==> src/hw/rtl/bsds_pkg.sv <==
// shared types and constants for the bitmap set difference core
// no dependencies; imported by controller, datapath, top level and checker
package bsds_pkg;

  localparam int IN_DATA_W  = 24;
  localparam int IN_USER_W  = 2;
  localparam int OUT_DATA_W = 40;
  localparam int OUT_USER_W = 1;
  localparam int VALUE_W    = 17;
  localparam int COUNT_W    = 18;

  localparam logic [1:0] FUNC_MARK  = 2'd0;
  localparam logic [1:0] FUNC_OFFER = 2'd1;
  localparam logic [1:0] FUNC_READ  = 2'd2;
  localparam logic [1:0] FUNC_CLEAR = 2'd3;

  typedef struct packed {
    logic latch_in;
    logic clr_start;
    logic clr_step;
    logic rmw_rd;
    logic rmw_wr;
    logic scan_start;
    logic scan_rd;
    logic scan_ev;
    logic scan_end;
    logic load_out;
  } cmd_t;

  typedef struct packed {
    logic clr_done;
    logic pos_end;
    logic hit;
    logic second;
    logic out_free;
  } sts_t;

endpackage

==> src/hw/rtl/bsds_ctrl.sv <==
// controller state machine: clearing pass, read-modify-write and scan sequencing
// depends on bsds_pkg
module bsds_ctrl (
  input  logic          clk,
  input  logic          rst,
  input  logic          in_valid,
  input  logic [1:0]    in_func,
  output logic          in_ready,
  input  bsds_pkg::sts_t sts,
  output bsds_pkg::cmd_t cmd
);
  import bsds_pkg::*;

  localparam logic [2:0] S_CLEAR   = 3'd0;
  localparam logic [2:0] S_IDLE    = 3'd1;
  localparam logic [2:0] S_RMW_RD  = 3'd2;
  localparam logic [2:0] S_RMW_WR  = 3'd3;
  localparam logic [2:0] S_SCAN_RD = 3'd4;
  localparam logic [2:0] S_SCAN_EV = 3'd5;
  localparam logic [2:0] S_RESULT  = 3'd6;

  logic [2:0] state;
  logic [2:0] state_next;

  always_ff @(posedge clk) begin
    if (rst) begin
      state <= S_CLEAR;
    end else begin
      state <= state_next;
    end
  end

  always_comb begin
    state_next = state;
    cmd        = '0;
    in_ready   = 1'b0;
    unique case (state)
      S_CLEAR: begin
        cmd.clr_step = 1'b1;
        if (sts.clr_done) begin
          state_next = S_IDLE;
        end
      end
      S_IDLE: begin
        in_ready = 1'b1;
        if (in_valid) begin
          cmd.latch_in = 1'b1;
          case (in_func)
            FUNC_CLEAR: begin
              cmd.clr_start = 1'b1;
              state_next    = S_CLEAR;
            end
            FUNC_READ: begin
              cmd.scan_start = 1'b1;
              state_next     = S_SCAN_RD;
            end
            default: begin
              state_next = S_RMW_RD;
            end
          endcase
        end
      end
      S_RMW_RD: begin
        cmd.rmw_rd = 1'b1;
        state_next = S_RMW_WR;
      end
      S_RMW_WR: begin
        cmd.rmw_wr = 1'b1;
        state_next = S_IDLE;
      end
      S_SCAN_RD: begin
        if (sts.pos_end) begin
          cmd.scan_end = 1'b1;
          state_next   = S_RESULT;
        end else begin
          cmd.scan_rd = 1'b1;
          state_next  = S_SCAN_EV;
        end
      end
      S_SCAN_EV: begin
        cmd.scan_ev = 1'b1;
        if (sts.hit && sts.second) begin
          state_next = S_RESULT;
        end else begin
          state_next = S_SCAN_RD;
        end
      end
      S_RESULT: begin
        if (sts.out_free) begin
          cmd.load_out = 1'b1;
          state_next   = S_IDLE;
        end
      end
      default: begin
        state_next = S_CLEAR;
      end
    endcase
  end

endmodule

==> config.mk <==
export PLATFORM = sky130hd
export DESIGN_NAME = bsds_ctrl
export DESIGN_NICKNAME = d
export VERILOG_FILES = /design/src/hw/rtl/bsds_pkg.sv /design/src/hw/rtl/bsds_ctrl.sv
export SDC_FILE = /design/constraint.sdc
export NUM_CORES = 1
export LEC_CHECK = 0
export ABC_CLOCK_PERIOD_IN_PS = 1440
export BUFFER_PORTS_ARGS = -buffer_cell sky130_fd_sc_hd__buf_2
export CAP_MARGIN = 20
export CORE_AREA = 2 2 39 41
export DETAILED_ROUTE_END_ITERATION = 10
export DIE_AREA = 0 0 41 43
export PLACE_DENSITY = 0.59
export SYNTH_ARGS = -nofsm -noshare
export SYNTH_HDL_FRONTEND = slang
export SYNTH_SLANG_ARGS = --single-unit
==> constraint.sdc <==
create_clock -name clk -period 1.44 [get_ports clk]
set_input_delay 0.288 -clock clk [delete_from_list [all_inputs] [get_ports clk]]
set_output_delay 0.288 -clock clk [all_outputs]
set_load 0.005 [all_outputs]
==> out/qor.csv, run 1 <==
stage,metric,value,unit
run_status,status,"finished, final reports clean",
detailed_routing,drt via density,5.01,
cts,htree depth,1,
placement,post-DP HPWL,673,µm
cts,CTS Buf Count,3,
logic_synthesis,Mapped Area,320,µm²
cts,TritonCTS clock tree,yes,
logic_synthesis,prevailing post-synth register cell,dfxtp_1,
cts,Clock transition at path regs,40,ps
worst_setup_path,Stages on worst setup path,3,
timing,Slew headroom,0.843,
timing,fmax,0.695,GHz
timing,crit share post-route,1.00,
logic_synthesis,largest family of logic cells by synthesized area,simple AND/OR/NAND/NOR gates,
logic_synthesis,mux cell area share after synthesis,0,
cts,root buffer cell,clkbuf_4,
grt,vias in the first global route,321,
detailed_routing,DRC Markers,0,
die,Die Wd,41,µm
layout,FILL cells,164,
placement,GPL Wtd Cong,0.769,
power_and_ir_drop,Pleak,0.000247,µW
logic_synthesis,Post-Synth Adder-Cell Area,0,
layout,nets@finish,75,
layout,layout cells sized above 1,0.609,
timing,worst-case clock skew,7.58,ps
timing,Fin. Hold Viols,0,
worst_setup_path,CP required,1150,ps
detailed_routing,final wirelength,878,µm
worst_setup_path,Reg2Reg Depth,5,
cts,Max Buffers Root-to-Sink,2,
die,Initial Utilization,0.231,
layout,area growth from synthesis to layout,54.7,%
layout,area of the multi-input gates,226,µm²
placement,Placed Cells,75,
grt,Tot GR Track Use,0.121,
layout,Reg with most FFs,state,
flow_run,number of max-cap violations,0,
grt,first-pass GRT wire length,1440,µm
placement,Port Buf Inserts,20,
logic_synthesis,number of synthesized flops with an enable pin,0,
logic_synthesis,"FFs w/ async S/R, synth",0,
detailed_routing,routed vias,401,
grt,initial antenna violation count,0,
layout,biggest regs,state: 3 flops,
timing,worst hold slack,255,ps
power_and_ir_drop,VDD IR max,0.000298,V
worst_setup_path,startpoint types,flop,
worst_hold_path,hold path cells,2,
layout,FF/Latch Area,66.3,µm²
layout,number of flip-flops in the largest register,3,
detailed_routing,first drt pass iteration count,3,
logic_synthesis,Post-Syn Nets,48,
worst_setup_path,buffer and inverter count on the worst path,1,
cts,clk_lat worst skew,240,ps
logic_synthesis,YS warnings,0,
worst_setup_path,CP max stage delay,330,ps
worst_setup_path,"delay-heaviest family, CP",simple AND/OR/NAND/NOR gates,
logic_synthesis,post-synthesis xor/xnor area fraction,0,
timing,Slew @ Worst Pin,233,ps
layout,number of diodes,0,
die,Cell Rows,14,
layout,Layout Cells excl Fill,80,
worst_setup_path,Worst path slowest cell,dfxtp_2,
layout,final core utilization,0.358,
die,die height,43,µm
worst_setup_path,"critical path, cell by cell",and4bb_4 -> and3_1 -> buf_2,
die,Die Area,1760,µm²
detailed_routing,Antenna Nets Post-Route,0,
worst_setup_path,crit-path max FO,4,
timing,final slew viol count,0,
timing,RSZ-0062 raised after global routing,yes,
timing,minimum clock period,1440,ps
grt,global route overflow,0,
worst_setup_path,critical path endpoint category,output pin,
worst_hold_path,worst hold path class,in2reg,
timing,setup violators final,0,
logic_synthesis,simple logic cell fraction of the synthesized area,0.434,
detailed_routing,routed len/inst,11.0,µm
logic_synthesis,Seq cells post-synth,3,
detailed_routing,1st-iter DRT viols,4,
worst_setup_path,Crit Path Category,reg2out,
logic_synthesis,post-synthesis average cell area,8.43,µm²
timing,total negative slack,0,ps
die,boundary pin count,21,
logic_synthesis,Synth Instances,38,
worst_setup_path,Critical Path AT,1150,ps
logic_synthesis,sequential area share after synthesis,0.188,
power_and_ir_drop,pwr dens,724,nW/µm²
die,core area,1380,µm²
logic_synthesis,post-synthesis compound-gate area fraction,0.238,
logic_synthesis,Netlist cell types,28,
grt,largest net degree at the start of global routing,10,
cts,clock sinks,3,
[metal layers]
layer | global-route usage | vias to the layer above | wire length, µm | part of all wire
li1 | - | 197 | - | -
met1 | 0.171 | 182 | 412 | 0.47
met2 | 0.144 | 20 | 368 | 0.42
met3 | 0.0314 | 2 | 85 | 0.097
met4 | 0.100 | 0 | 10 | 0.011
met5 | 0 | - | 0 | 0
[layout make-up]
cell class | instances | area share
Tap cell | 16 | 0.0404
Sequential cell | 3 | 0.134
Clock buffer | 4 | 0.0530
Inverter | 2 | 0.0152
Timing Repair Buffer | 26 | 0.301
Multi-Input combinational cell | 29 | 0.457
[placed cells by master, fill, tap and decap left out]
cell and n:
nor4b_2 1, nor3_1 2, a21oi_1 2, nand2_1 2, buf_2 20, and4b_1 1
and2_1 1, buf_4 5, nor3_2 1, nor2_1 2, inv_2 1, o32ai_2 1
clkbuf_4 3, a31o_1 1, dfxtp_4 1, o21ai_0 1, a32oi_1 1, clkbuf_1 1
and3_1 1, nand4b_1 1, inv_1 1, nand2b_1 1, and4bb_4 1, and2b_1 1
and2b_2 1, nor3b_2 1, buf_6 1, a31oi_1 2, nor3b_1 1, o211a_1 1
o21ai_1 1, dfxtp_2 2, nor4bb_1 1
[repair_timing]
item,CTS,global route
setup buffers,1,0
resized for setup,5,2
pin swaps,1,0
endpoints found under the setup margin,5,6
hold buffers,0,0
[power breakdown]
part	leakage, µW	internal (µW)	switching [µW]
Sequential	0.0000261	90.2	9.78
Combinational	0.000206	57.6	45.5
Clock	0.0000150	104	51.1
[cells by family after synthesis]
| kind of cell | after synthesis |
|---|---|
| DFF | 3 |
| buffers and inverters | 6 |
| and+or+nand+nor | 19 |
| AOI/OAI and AO/OA | 10 |
[Yosys cell counts (all sizes together), types with 2 or more instances]
library cell,instances,share of area
inv,2,0.023
a31oi,2,0.039
a21oi,2,0.031
o21ai,2,0.031
buf,4,0.12
dfxtp,3,0.19
nor3,3,0.063
nor2,2,0.023
nor3b,2,0.047
nand2,2,0.023
and2b,2,0.051
[metrics by stage]
| stage | total power, µW | setup slack, ps | instance area (µm²) |
|---|---|---|---|
| final | 359 | 0.548 | 495 |
| after detailed placement | 198 | 194 | 440 |
| after CTS | 362 | -4.67 | 488 |
| after global placement | 196 | 214 | 440 |
| after floorplan | 157 | 278 | 320 |
| after global routing | 384 | -52.2 | 495 |
[worst register-to-register path, cell delays in order, from the launching register on]
cell,delay [ps]
dfxtp_2,330
buf_6,130
buf_4,130
nor3_2,140
a31oi_1,60
o211a_1,200
[path summary, 6_finish.rpt]
kind	from	endpoint	slack (ps)
hold / removal	rst	state[2]	260
setup / recovery	state[1]	cmd[8]	0.5
hold reg to reg	state[0]	state[1]	640
setup reg to reg	state[1]	state[0]	330
Power figures use the tool's default switching activity.
==> inputs of run 2 (changes only) <==
- ABC_CLOCK_PERIOD_IN_PS: 1440 -> 1650
- clock period: 1.44 -> 1.65 ns (I/O delays scaled with it)
==> run 2 against run 1 <==
Net effect:
- critical path depth stayed put
- non-clock buffer count is 4 lower
- sequential power is 9.1% lower
- utilization is 3.5 points lower
- setup slack better by 120 ps
- die area stayed put
- sequential share of layout area is 0.62 points higher
- clock power is 20% lower
- combinational power is 28% lower
- global-route usage is 1.9 points lower
- final cell count is 5.0% lower
- flip-flop and latch count stayed put
==> out/qor.csv, run 2 (synthesis results as in run 1) <==
stage,metric,value,unit
layout,area growth from synthesis to layout,39.5,%
layout,number of diodes,0,
timing,crit share post-route,0.926,
flow_run,number of max-cap violations,0,
placement,pre-CTS setup slack,248,ps
power_and_ir_drop,Psw,78.3,µW
layout,FILL cells,143,
power_and_ir_drop,combinational share of power,0.255,
die,Die Wd,41,µm
timing,setup violators final,0,
die,Initial Utilization,0.231,
timing,Slew headroom,0.829,
timing,Fin. Hold Viols,0,
layout,FF/Latch Area,62.6,µm²
worst_setup_path,CP required,1320,ps
worst_setup_path,Crit Path Category,reg2out,
grt,Tot GR Track Use,0.101,
worst_hold_path,hold path cells,2,
placement,GPL Wtd Cong,0.708,
detailed_routing,Antenna Nets Post-Route,0,
timing,worst-case clock skew,2.64,ps
power_and_ir_drop,clock power share,0.430,
worst_setup_path,Critical Path AT,1200,ps
power_and_ir_drop,Total Power,289,µW
detailed_routing,first drt pass iteration count,3,
cts,Clock transition at path regs,30,ps
layout,biggest regs,state: 3 flops,
die,boundary pin count,21,
layout,final core utilization,0.323,
worst_setup_path,"critical path, cell by cell",buf_4 -> nor4b_1 -> buf_2,
grt,first-pass GRT wire length,1230,µm
cts,root buffer cell,clkbuf_4,
detailed_routing,drt via density,4.78,
worst_setup_path,worst r2r src,state[1],
worst_setup_path,Reg2Reg Depth,4,
worst_setup_path,startpoint types,flop,
timing,RSZ-0062 raised after global routing,no,
worst_setup_path,CP max stage delay,340,ps
detailed_routing,routed len/inst,10.1,µm
timing,final slew viol count,0,
power_and_ir_drop,pwr dens,647,nW/µm²
cts,post-CTS setup buffer count,0,
grt,initial antenna violation count,0,
timing,fin worst setup slack,122,ps
detailed_routing,routed vias,363,
layout,Reg with most FFs,state,
layout,"commonest cells after routing, fill and taps aside","buf_2 (20), clkbuf_4 (3)",
power_and_ir_drop,P_int,211,µW
worst_setup_path,Worst R2R Setup Slack,540,ps
worst_hold_path,Hold Path End,state[2],
die,Cell Rows,14,
placement,Port Buf Inserts,20,
worst_setup_path,critical path endpoint category,output pin,
detailed_routing,1st-iter DRT viols,3,
cts,CTS Buf Count,3,
layout,area of the multi-input gates,215,µm²
cts,Max Buffers Root-to-Sink,2,
cts,htree depth,1,
run_status,status,"finished, final reports clean",
timing,total negative slack,0,ps
worst_setup_path,crit-path max FO,9,
detailed_routing,final wirelength,765,µm
cts,clock sinks,3,
layout,number of flip-flops in the largest register,3,
grt,largest net degree at the start of global routing,15,
worst_setup_path,reg-to-reg endpoint,state[1],
die,core area,1380,µm²
worst_hold_path,worst hold start,rst,
placement,post-DP HPWL,604,µm
grt,global route overflow,0,
power_and_ir_drop,Flop pwr share,0.315,
layout,"commonest non-fill, non-tap cell in the layout",buf_2,
die,Die Area,1760,µm²
timing,Slew @ Worst Pin,253,ps
power_and_ir_drop,VDD IR max,0.000407,V
timing,minimum clock period,1530,ps
cts,TritonCTS clock tree,yes,
power_and_ir_drop,switch share,0.271,
detailed_routing,DRC Markers,0,
worst_setup_path,Worst path slowest cell,dfxtp_1,
placement,Placed Cells,72,
layout,nets@finish,71,
grt,vias in the first global route,297,
cts,CTS Hold Bufs,0,
power_and_ir_drop,Pleak,0.000222,µW
timing,fmax,0.655,GHz
layout,Layout Cells excl Fill,76,
die,die height,43,µm
worst_hold_path,worst hold path class,in2reg,
cts,clk_lat worst skew,230,ps
layout,layout cells sized above 1,0.533,
-- run 2: changes by cell type in the layout (fill, tap and decap cells not counted), sizes merged --
| cell | before | now |
|---|---|---|
| buf | 26 | 22 |
-- run 2: area by class of cell --
class	count	area share
Multi-Input combinational cell	29	0.482
Timing Repair Buffer	22	0.258
Sequential cell	3	0.140
Clock buffer	4	0.0588
Tap cell	16	0.0448
Inverter	2	0.0168
-- run 2: power by group through the flow --
stage | Sequential, µW | Clock, µW | Combinational, µW
floorplan | 82.2 | 0 | 55.2
global placement | 90.8 | 0 | 74.2
detailed placement | 90.8 | 0 | 74.2
CTS | 90.8 | 133 | 74.6
global route | 92.6 | 144 | 82.6
finish | 90.8 | 124 | 73.8
-- run 2: how the worst max path moves through the flow --
| stage | slack, ps | end | from |
|---|---|---|---|
| finish | 120 | cmd[3] | state[1] |
| global route | 40 | cmd[8] | state[0] |
| CTS | 110 | cmd[3] | state[1] |
| detailed placement | 250 | cmd[8] | state[0] |
| global placement | 260 | cmd[8] | state[0] |
| floorplan | 450 | cmd[8] | state[2] |
-- run 2: stage by stage --
step	hold WS, ps	area [µm²]
5_1_grt	304	447
2_1_floorplan	399	320
3_3_place_gp	548	418
6_report	304	447
4_1_cts	294	447
3_5_place_dp	544	418
-- run 2: what timing repair did --
item,4_1_cts,5_1_grt
gates resized for setup,2,0
endpoints found under the setup margin,1,0
hold endpoints to repair,0,0
-- run 2: layer usage --
metal / track usage / routed length, µm / up-vias
li1: - / - / 190
met1: 0.145 / 379 / 155
met2: 0.128 / 303 / 18
met3: 0.0471 / 82 / 0
met4: 0.0400 / 0 / 0
met5: 0 / 0 / -
-- run 2: worst max-delay path, delay by kind of cell (launching register included) --
family / cells / cell delay [ps]
DFF: 1 / 340
buffers and inverters: 2 / 350
and+or+nand+nor: 1 / 290
